$ cat src/hdl/mau_pkg.sv
// shared types and constants for the modular arithmetic unit
package mau_pkg;

  localparam int unsigned MOD_W = 30;

  // operation codes
  typedef enum logic [3:0] {
    FN_RED = 4'd0,
    FN_ADD = 4'd1,
    FN_SUB = 4'd2,
    FN_MUL = 4'd3,
    FN_DIV = 4'd4,
    FN_POW = 4'd5,
    FN_INV = 4'd6,
    FN_NEG = 4'd7,
    FN_EQU = 4'd8
  } func_t;

  localparam logic [MOD_W-1:0] MODULUS_RESET = 30'd998244353;

endpackage

$ cat src/hdl/modular_arithmetic_unit.sv
// top level of the modular arithmetic unit
//
//  channel  | ports                                        | handshake
//  request  | in_func, in_operand_a/b, in_exponent         | start & !busy
//  result   | out_result, out_is_equal                     | out_valid, one cycle
//  config   | cfg_we, cfg_modulus                          | cfg_we
//
// a request reduces each operand with a bit-serial remainder unit;
// a modular product uses the same unit on the 60-bit product.
// reduce/add/sub/neg/equal strobe the result after both operands are reduced; mul adds a product;
// pow and inv always run EXP_BITS rounds: a squaring each, a product per set bit;
// div adds one more product.
// reset is synchronous and active low; the result is not held off by the receiver.
module modular_arithmetic_unit #(
  parameter int EXP_BITS = 63
) (
  input  logic                          clk,
  input  logic                          rst_n,
  input  logic                          start,
  output logic                          busy,
  input  logic [3:0]                    in_func,
  input  logic signed [63:0]            in_operand_a,
  input  logic signed [63:0]            in_operand_b,
  input  logic [62:0]                   in_exponent,
  input  logic                          cfg_we,
  input  logic [mau_pkg::MOD_W-1:0]     cfg_modulus,
  output logic                          out_valid,
  output logic [mau_pkg::MOD_W-1:0]     out_result,
  output logic                          out_is_equal
);

  localparam int MW = mau_pkg::MOD_W;
  localparam int CW = $clog2(EXP_BITS + 1);

  typedef enum logic [8:0] {
    S_IDLE  = 9'b000000001,
    S_REDA  = 9'b000000010,
    S_REDB  = 9'b000000100,
    S_DISP  = 9'b000001000,
    S_PSTEP = 9'b000010000,
    S_PMUL  = 9'b000100000,
    S_PSQR  = 9'b001000000,
    S_FMUL  = 9'b010000000,
    S_DONE  = 9'b100000000
  } state_t;

  state_t             state_r, state_nxt;
  logic [MW-1:0]      mod_r;
  logic [3:0]         func_r;
  logic [63:0]        opa_r, opb_r;
  logic [EXP_BITS-1:0] exp_r, exp_nxt;
  logic               nega_r, negb_r;
  logic [MW-1:0]      a_r, a_nxt, b_r, b_nxt;
  logic [MW-1:0]      acc_r, acc_nxt, sq_r, sq_nxt;
  logic [CW-1:0]      cnt_r, cnt_nxt;
  logic [MW-1:0]      res_r, res_nxt;
  logic               eq_r, eq_nxt;
  logic               valid_r, valid_nxt;
  logic               wait_r, wait_nxt;
  logic               inv_zero_r, inv_zero_nxt;

  // shared remainder unit and its operand
  logic               rd_go;
  logic [63:0]        rd_val;
  logic               rd_done;
  logic [MW-1:0]      rd_rem;
  logic [MW-1:0]      mul_x, mul_y;
  logic [2*MW-1:0]    prod;
  logic [MW-1:0]      signed_rem;
  logic [MW:0]        sum;
  logic [MW:0]        dif;

  mau_modred u_red (
    .clk     (clk),
    .rst_n   (rst_n),
    .go      (rd_go),
    .value   (rd_val),
    .modulus (mod_r),
    .done    (rd_done),
    .rem     (rd_rem)
  );

  assign prod = mul_x * mul_y;

  // operand negative: fold the remainder of the magnitude back
  always_comb begin
    logic neg;
    neg = (state_r == S_REDA) ? nega_r : negb_r;
    if (neg && rd_rem != '0) begin
      signed_rem = mod_r - rd_rem;
    end else begin
      signed_rem = rd_rem;
    end
  end

  assign sum = {1'b0, a_r} + {1'b0, b_r};
  assign dif = {1'b0, a_r} + {1'b0, mod_r} - {1'b0, b_r};

  // sequencer
  always_comb begin
    state_nxt    = state_r;
    a_nxt        = a_r;
    b_nxt        = b_r;
    acc_nxt      = acc_r;
    sq_nxt       = sq_r;
    exp_nxt      = exp_r;
    cnt_nxt      = cnt_r;
    res_nxt      = res_r;
    eq_nxt       = eq_r;
    valid_nxt    = 1'b0;
    wait_nxt     = 1'b0;
    inv_zero_nxt = inv_zero_r;
    rd_go        = 1'b0;
    rd_val       = 64'd0;
    mul_x        = acc_r;
    mul_y        = sq_r;
    unique case (state_r)
      S_IDLE: begin
        if (start) begin
          state_nxt = S_REDA;
          wait_nxt  = 1'b1;
        end
      end
      S_REDA: begin
        rd_val = nega_r ? (~opa_r + 64'd1) : opa_r;
        rd_go  = wait_r;
        if (rd_done) begin
          a_nxt     = signed_rem;
          state_nxt = S_REDB;
          wait_nxt  = 1'b1;
        end
      end
      S_REDB: begin
        rd_val = negb_r ? (~opb_r + 64'd1) : opb_r;
        rd_go  = wait_r;
        if (rd_done) begin
          b_nxt     = signed_rem;
          state_nxt = S_DISP;
        end
      end
      S_DISP: begin
        res_nxt   = '0;
        eq_nxt    = 1'b0;
        state_nxt = S_DONE;
        cnt_nxt   = '0;
        acc_nxt   = (mod_r == MW'(1)) ? '0 : MW'(1);
        inv_zero_nxt = 1'b0;
        if (mod_r < MW'(2)) begin
          eq_nxt = (func_r == mau_pkg::FN_EQU);
        end else begin
          unique case (func_r)
            mau_pkg::FN_RED: res_nxt = a_r;
            mau_pkg::FN_ADD: res_nxt = (sum >= {1'b0, mod_r}) ?
                                       MW'(sum - {1'b0, mod_r}) : MW'(sum);
            mau_pkg::FN_SUB: res_nxt = (dif >= {1'b0, mod_r}) ?
                                       MW'(dif - {1'b0, mod_r}) : MW'(dif);
            mau_pkg::FN_NEG: res_nxt = (a_r != '0) ? mod_r - a_r : '0;
            mau_pkg::FN_EQU: eq_nxt = (a_r == b_r);
            mau_pkg::FN_MUL: begin
              acc_nxt   = a_r;
              sq_nxt    = b_r;
              state_nxt = S_FMUL;
              wait_nxt  = 1'b1;
            end
            mau_pkg::FN_POW: begin
              sq_nxt    = a_r;
              state_nxt = S_PSTEP;
            end
            mau_pkg::FN_INV, mau_pkg::FN_DIV: begin
              sq_nxt  = (func_r == mau_pkg::FN_DIV) ? b_r : a_r;
              exp_nxt = EXP_BITS'(mod_r - MW'(2));
              inv_zero_nxt = (sq_nxt == '0);
              state_nxt = S_PSTEP;
            end
            default: ;
          endcase
        end
      end
      S_PSTEP: begin
        if (cnt_r == CW'(EXP_BITS)) begin
          if (func_r == mau_pkg::FN_DIV) begin
            sq_nxt    = inv_zero_r ? '0 : acc_r;
            acc_nxt   = a_r;
            state_nxt = S_FMUL;
            wait_nxt  = 1'b1;
          end else begin
            res_nxt   = inv_zero_r ? '0 : acc_r;
            state_nxt = S_DONE;
          end
        end else if (exp_r[0]) begin
          state_nxt = S_PMUL;
          wait_nxt  = 1'b1;
        end else begin
          state_nxt = S_PSQR;
          wait_nxt  = 1'b1;
        end
      end
      S_PMUL: begin
        rd_val = {{(64-2*MW){1'b0}}, prod};
        rd_go  = wait_r;
        if (rd_done) begin
          acc_nxt   = rd_rem;
          state_nxt = S_PSQR;
          wait_nxt  = 1'b1;
        end
      end
      S_PSQR: begin
        mul_x  = sq_r;
        rd_val = {{(64-2*MW){1'b0}}, prod};
        rd_go  = wait_r;
        if (rd_done) begin
          sq_nxt    = rd_rem;
          exp_nxt   = exp_r >> 1;
          cnt_nxt   = cnt_r + CW'(1);
          state_nxt = S_PSTEP;
        end
      end
      S_FMUL: begin
        rd_val = {{(64-2*MW){1'b0}}, prod};
        rd_go  = wait_r;
        if (rd_done) begin
          res_nxt   = rd_rem;
          state_nxt = S_DONE;
        end
      end
      S_DONE: begin
        valid_nxt = 1'b1;
        state_nxt = S_IDLE;
      end
      default: state_nxt = S_IDLE;
    endcase
  end

  // control and data registers
  always_ff @(posedge clk) begin
    if (!rst_n) begin
      state_r <= S_IDLE;
      valid_r <= 1'b0;
      wait_r  <= 1'b0;
      mod_r   <= mau_pkg::MODULUS_RESET;
    end else begin
      state_r <= state_nxt;
      valid_r <= valid_nxt;
      wait_r  <= wait_nxt;
      if (cfg_we) begin
        mod_r <= cfg_modulus;
      end
    end
    if (state_r == S_IDLE && start) begin
      func_r <= in_func;
      opa_r  <= in_operand_a;
      opb_r  <= in_operand_b;
      nega_r <= in_operand_a[63];
      negb_r <= in_operand_b[63];
      exp_r  <= in_exponent[EXP_BITS-1:0];
    end else begin
      exp_r <= exp_nxt;
    end
    a_r        <= a_nxt;
    b_r        <= b_nxt;
    acc_r      <= acc_nxt;
    sq_r       <= sq_nxt;
    cnt_r      <= cnt_nxt;
    res_r      <= res_nxt;
    eq_r       <= eq_nxt;
    inv_zero_r <= inv_zero_nxt;
  end

  assign busy         = (state_r != S_IDLE);
  assign out_valid    = valid_r;
  assign out_result   = res_r;
  assign out_is_equal = eq_r;

endmodule

$ cat src/hdl/mau_modred.sv
// iterative remainder unit: 64-bit magnitude modulo a 30-bit modulus, one bit a cycle
module mau_modred (
  input  logic                          clk,
  input  logic                          rst_n,
  input  logic                          go,
  input  logic [63:0]                   value,
  input  logic [mau_pkg::MOD_W-1:0]     modulus,
  output logic                          done,
  output logic [mau_pkg::MOD_W-1:0]     rem
);

  logic [63:0]               val_r, val_nxt;
  logic [mau_pkg::MOD_W:0]   rem_r, rem_nxt;
  logic [6:0]                cnt_r, cnt_nxt;
  logic                      run_r, run_nxt;
  logic                      done_r, done_nxt;
  logic [mau_pkg::MOD_W+1:0] shifted;

  // restoring shift-subtract step
  always_comb begin
    val_nxt  = val_r;
    rem_nxt  = rem_r;
    cnt_nxt  = cnt_r;
    run_nxt  = run_r;
    done_nxt = 1'b0;
    shifted  = {rem_r, val_r[63]};
    if (go) begin
      val_nxt = value;
      rem_nxt = '0;
      cnt_nxt = '0;
      run_nxt = 1'b1;
    end else if (run_r) begin
      val_nxt = {val_r[62:0], 1'b0};
      if (shifted >= {2'b00, modulus}) begin
        rem_nxt = (mau_pkg::MOD_W+1)'(shifted - {2'b00, modulus});
      end else begin
        rem_nxt = (mau_pkg::MOD_W+1)'(shifted);
      end
      cnt_nxt = cnt_r + 7'd1;
      if (cnt_r == 7'd63) begin
        run_nxt  = 1'b0;
        done_nxt = 1'b1;
      end
    end
  end

  always_ff @(posedge clk) begin
    if (!rst_n) begin
      run_r  <= 1'b0;
      done_r <= 1'b0;
    end else begin
      run_r  <= run_nxt;
      done_r <= done_nxt;
    end
    val_r <= val_nxt;
    rem_r <= rem_nxt;
    cnt_r <= cnt_nxt;
  end

  assign done = done_r;
  assign rem  = rem_r[mau_pkg::MOD_W-1:0];

endmodule

$ cat config.mk
export PLATFORM = sky130hd
export DESIGN_NAME = modular_arithmetic_unit
export DESIGN_NICKNAME = d
export VERILOG_FILES = /design/src/hdl/mau_pkg.sv /design/src/hdl/modular_arithmetic_unit.sv /design/src/hdl/mau_modred.sv
export SDC_FILE = /design/constraint.sdc
export NUM_CORES = 2
export LEC_CHECK = 0
export BUFFER_PORTS_ARGS = -buffer_cell sky130_fd_sc_hd__buf_4
export CAP_MARGIN = 20
export CORE_AREA = 2 2 368 370
export DETAILED_ROUTE_END_ITERATION = 10
export DIE_AREA = 0 0 370 372
export HOLD_SLACK_MARGIN = 0.12
export PLACE_DENSITY = 0.68
export SLEW_MARGIN = 20
export SYNTH_ARGS = -nofsm -noshare
export SYNTH_HDL_FRONTEND = slang
export SYNTH_SLANG_ARGS = --single-unit
export TNS_END_PERCENT = 10
$ cat constraint.sdc
create_clock -name clk -period 22.5 [get_ports clk]
set_input_delay 0 -clock clk [delete_from_list [all_inputs] [get_ports clk]]
set_output_delay 0 -clock clk [all_outputs]
set_load 0.05 [all_outputs]
==> qor.csv <==
metric,value,unit
drive_gt1_share,7.056,%
critPathCapture,u_red.val_r[46]$_DFFE_PP_,
synthTopCellsByArea,"fa_1, edfxtp_1, ha_1",
n_fill_cell,11690,
antenna_found_initial,18,
rsz0062_at_grt,false,
grt.overflow.total,0,
hp-class,in -> reg,
status,"complete, no violations",
reg2reg_slack,10.98,ns
fp.dieH,372,um
crit_start,state_r[2]$_SDFFE_PN0P_,
ant_nets,0,
drt_pass1_iterations,9,
cts_buffers,53,
yosys_warnings,0,
p_leak,33.83,nW
ys_seq_area_share,21.32,%
worstSkewPairLatency,0.67,ns
fmax,86.77,MHz
row_count,135,
clk_pin_slew,0.07,ns
gp_congestion,1.027,
ir_worst_vdd,0.06751,mV
synth_area,66340,um2
synthFlopType,edfxtp_1,
synth_top_area_share,24.63,%
arrival,11.89,ns
required,22.86,ns
setup_viol,0,
nNetsFinal,9299,
clock_sinks,498,
setup.worst_path.class,reg -> reg,
dieArea,137600,um2
synth-seq-cells,498,
drt_iter0_markers,6659,
cts_tree,built,
multiInputGateArea,46850,um2
start_kind,flop,
fin_cells,9628,
fin_crit,11.52,ns
viasPerCell,6.132,
synth_nets,8855,
areaGrowthSynthToFinish,14.77,%
crit_fanout,55,
num_vias,59043,
wire_per_inst,25.88,um
die_x,370,um
synth.avg_cell_area,9.027,um2
grt_pass1_wl,372700,um
drc,0,
worstMarginPinSlew,1.229,ns
dp.cells,9108,
clock_skew,0.03569,ns
drv_cap,0,
post-route-period-util,51.22,%
synth_cells,7349,
synth_common_cells,"inv_1, nand2_1, fa_1, and2_1, ha_1",
synth-edff-count,417,
register_area,14140,um2
start_util,49.40,%
yosysMostFrequentCell,inv_1,
grt_use_total,36.05,%
dp_hpwl,184600,um
hold_viol_final,0,
async_reset_ff_share,0,%
grt_max_degree,101,
rr_worst_depth,32,
r2r_end,u_red.val_r[46]$_DFFE_PP_,
io-pin-count,262,
timing.slew.headroom,18.08,%
portBuffers,261,
p_total,3.473,mW
wl,249100,um
final_max_slew_viol_count,0,
core_region_area,134300,um2
timing.rr.start,state_r[2]$_SDFFE_PN0P_,
netlist-cell-type-count,91,
yosys.area.top_type,fa_1,
cts_max_level,2,
max-clock-path-buffers,3,
cp_slowest_cell,buf_4,
cpMostUsedCell,fa_1,
grt_pass1_vias,60250,
powerDensity,45.62,nW/um2
timing.setup.tns,0,ns
cp_slowest_stage_delay,0.63,ns
clockRootBuffer,clkbuf_16,
critPathCaptureType,flop,
==> report_power, final <==
| part | internal, mW | switching, mW |
|---|---|---|
| clock | 0.581 | 0.432 |
| sequential | 1.11 | 0.124 |
| combinational | 0.504 | 0.725 |
| total | 2.19 | 1.28 |
==> per-layer routing <==
| layer | vias up | wire [um] | global-route usage [%] |
|---|---|---|---|
| met5 | - | 51 | 0 |
| met1 | 29241 | 94910 | 46.54 |
| met2 | 3437 | 111600 | 56.85 |
| li1 | 25537 | - | - |
| met3 | 820 | 27430 | 8.300 |
| met4 | 8 | 15150 | 18.22 |
==> kinds of logic after synthesis <==
group	Yosys count	share of synthesized area, %
compound gates	1502	14.92
xor+xnor	377	4.977
fa+ha+maj	1277	33.32
buf+inv	1457	8.265
flops	498	21.32
mux	77	1.192
simple gates	2161	16.01
==> worst max-delay path, delay by kind of cell, from the launching register on <==
family                   cells  cell delay (ns)
adder cells (fa/ha/maj)      9             4.58
XOR/XNOR                     1             0.18
buffers and inverters        6             1.60
AO/OA/AOI/OAI                6             2.18
flip-flops                   1             0.36
AND/OR/NAND/NOR             10             2.28
==> registers in the layout, indices dropped and copies added, names as in the netlist <==
register / cells
a_r: 30
acc_r: 30
b_r: 30
cnt_r: 6
exp_r: 63
func_r: 4
inv_zero_r: 1
mod_r: 30
mul_y: 30
opa_r: 64
opb_r: 64
out_is_equal: 1
out_result: 30
out_valid: 1
state_r: 9
u_red.cnt_r: 7
u_red.done: 1
u_red.rem_r: 31
u_red.run_r: 1
u_red.val_r: 64
wait_r: 1
==> worst min-delay path by stage <==
stage,from,endpoint,depth (start not counted)
after CTS,in_operand_b[7],opb_r[7]$_DFFE_PP_,2
after global routing,in_operand_b[4],opb_r[4]$_DFFE_PP_,2
after detailed placement,in_operand_b[58],opb_r[58]$_DFFE_PP_,1
final,in_operand_b[11],opb_r[11]$_DFFE_PP_,2
after floorplan,rst_n,state_r[0]$_SDFFE_PN1P_,1
after global placement,in_operand_b[37],opb_r[37]$_DFFE_PP_,1
==> cell type report <==
type	instances	share of cell area (%)
inverters	1061	5.231
well taps	1781	2.927
clock inverters	34	0.6508
repair buffers	785	9.088
multi-input cells	5394	61.54
flip-flops and latches	498	18.58
clock buffers	65	1.951
diodes	10	0.03287
==> per-stage QoR <==
step	utilization, %	hold slack, ns	setup WS, ns	instance area, um2
floorplan	-	0.09138	13.28	66340
CTS	56.67	0.1215	11.31	76100
global route	56.69	0.1270	10.50	76130
detailed placement	52.14	0.1798	11.41	70020
global placement	52.14	0.1799	11.57	70020
finish	56.70	0.1224	10.98	76130
==> layout by cell type (no fill, tap or decap), types with 202 or more instances in the layout <==
master,synthesis,routed
ha_1,461,461
inv_1,1059,1059
fa_1,816,816
nand2_1,842,839
xnor2_1,202,202
edfxtp_1,417,417
buf_4,0,374
dlygate4sd3_1,0,410
a21oi_1,329,328
o21ai_0,368,365
nor2_1,309,306
and2_1,515,516
==> repair_timing <==
| item | in CTS | in global routing |
|---|---|---|
| hold endpoints to repair | 237 | 0 |
| gates resized for setup | 0 | 0 |
| hold buffers | 410 | 0 |
| buffers inserted | 0 | 0 |
| endpoints found under the setup margin | 0 | 0 |
No activity file was read; power rests on OpenSTA's default activity.
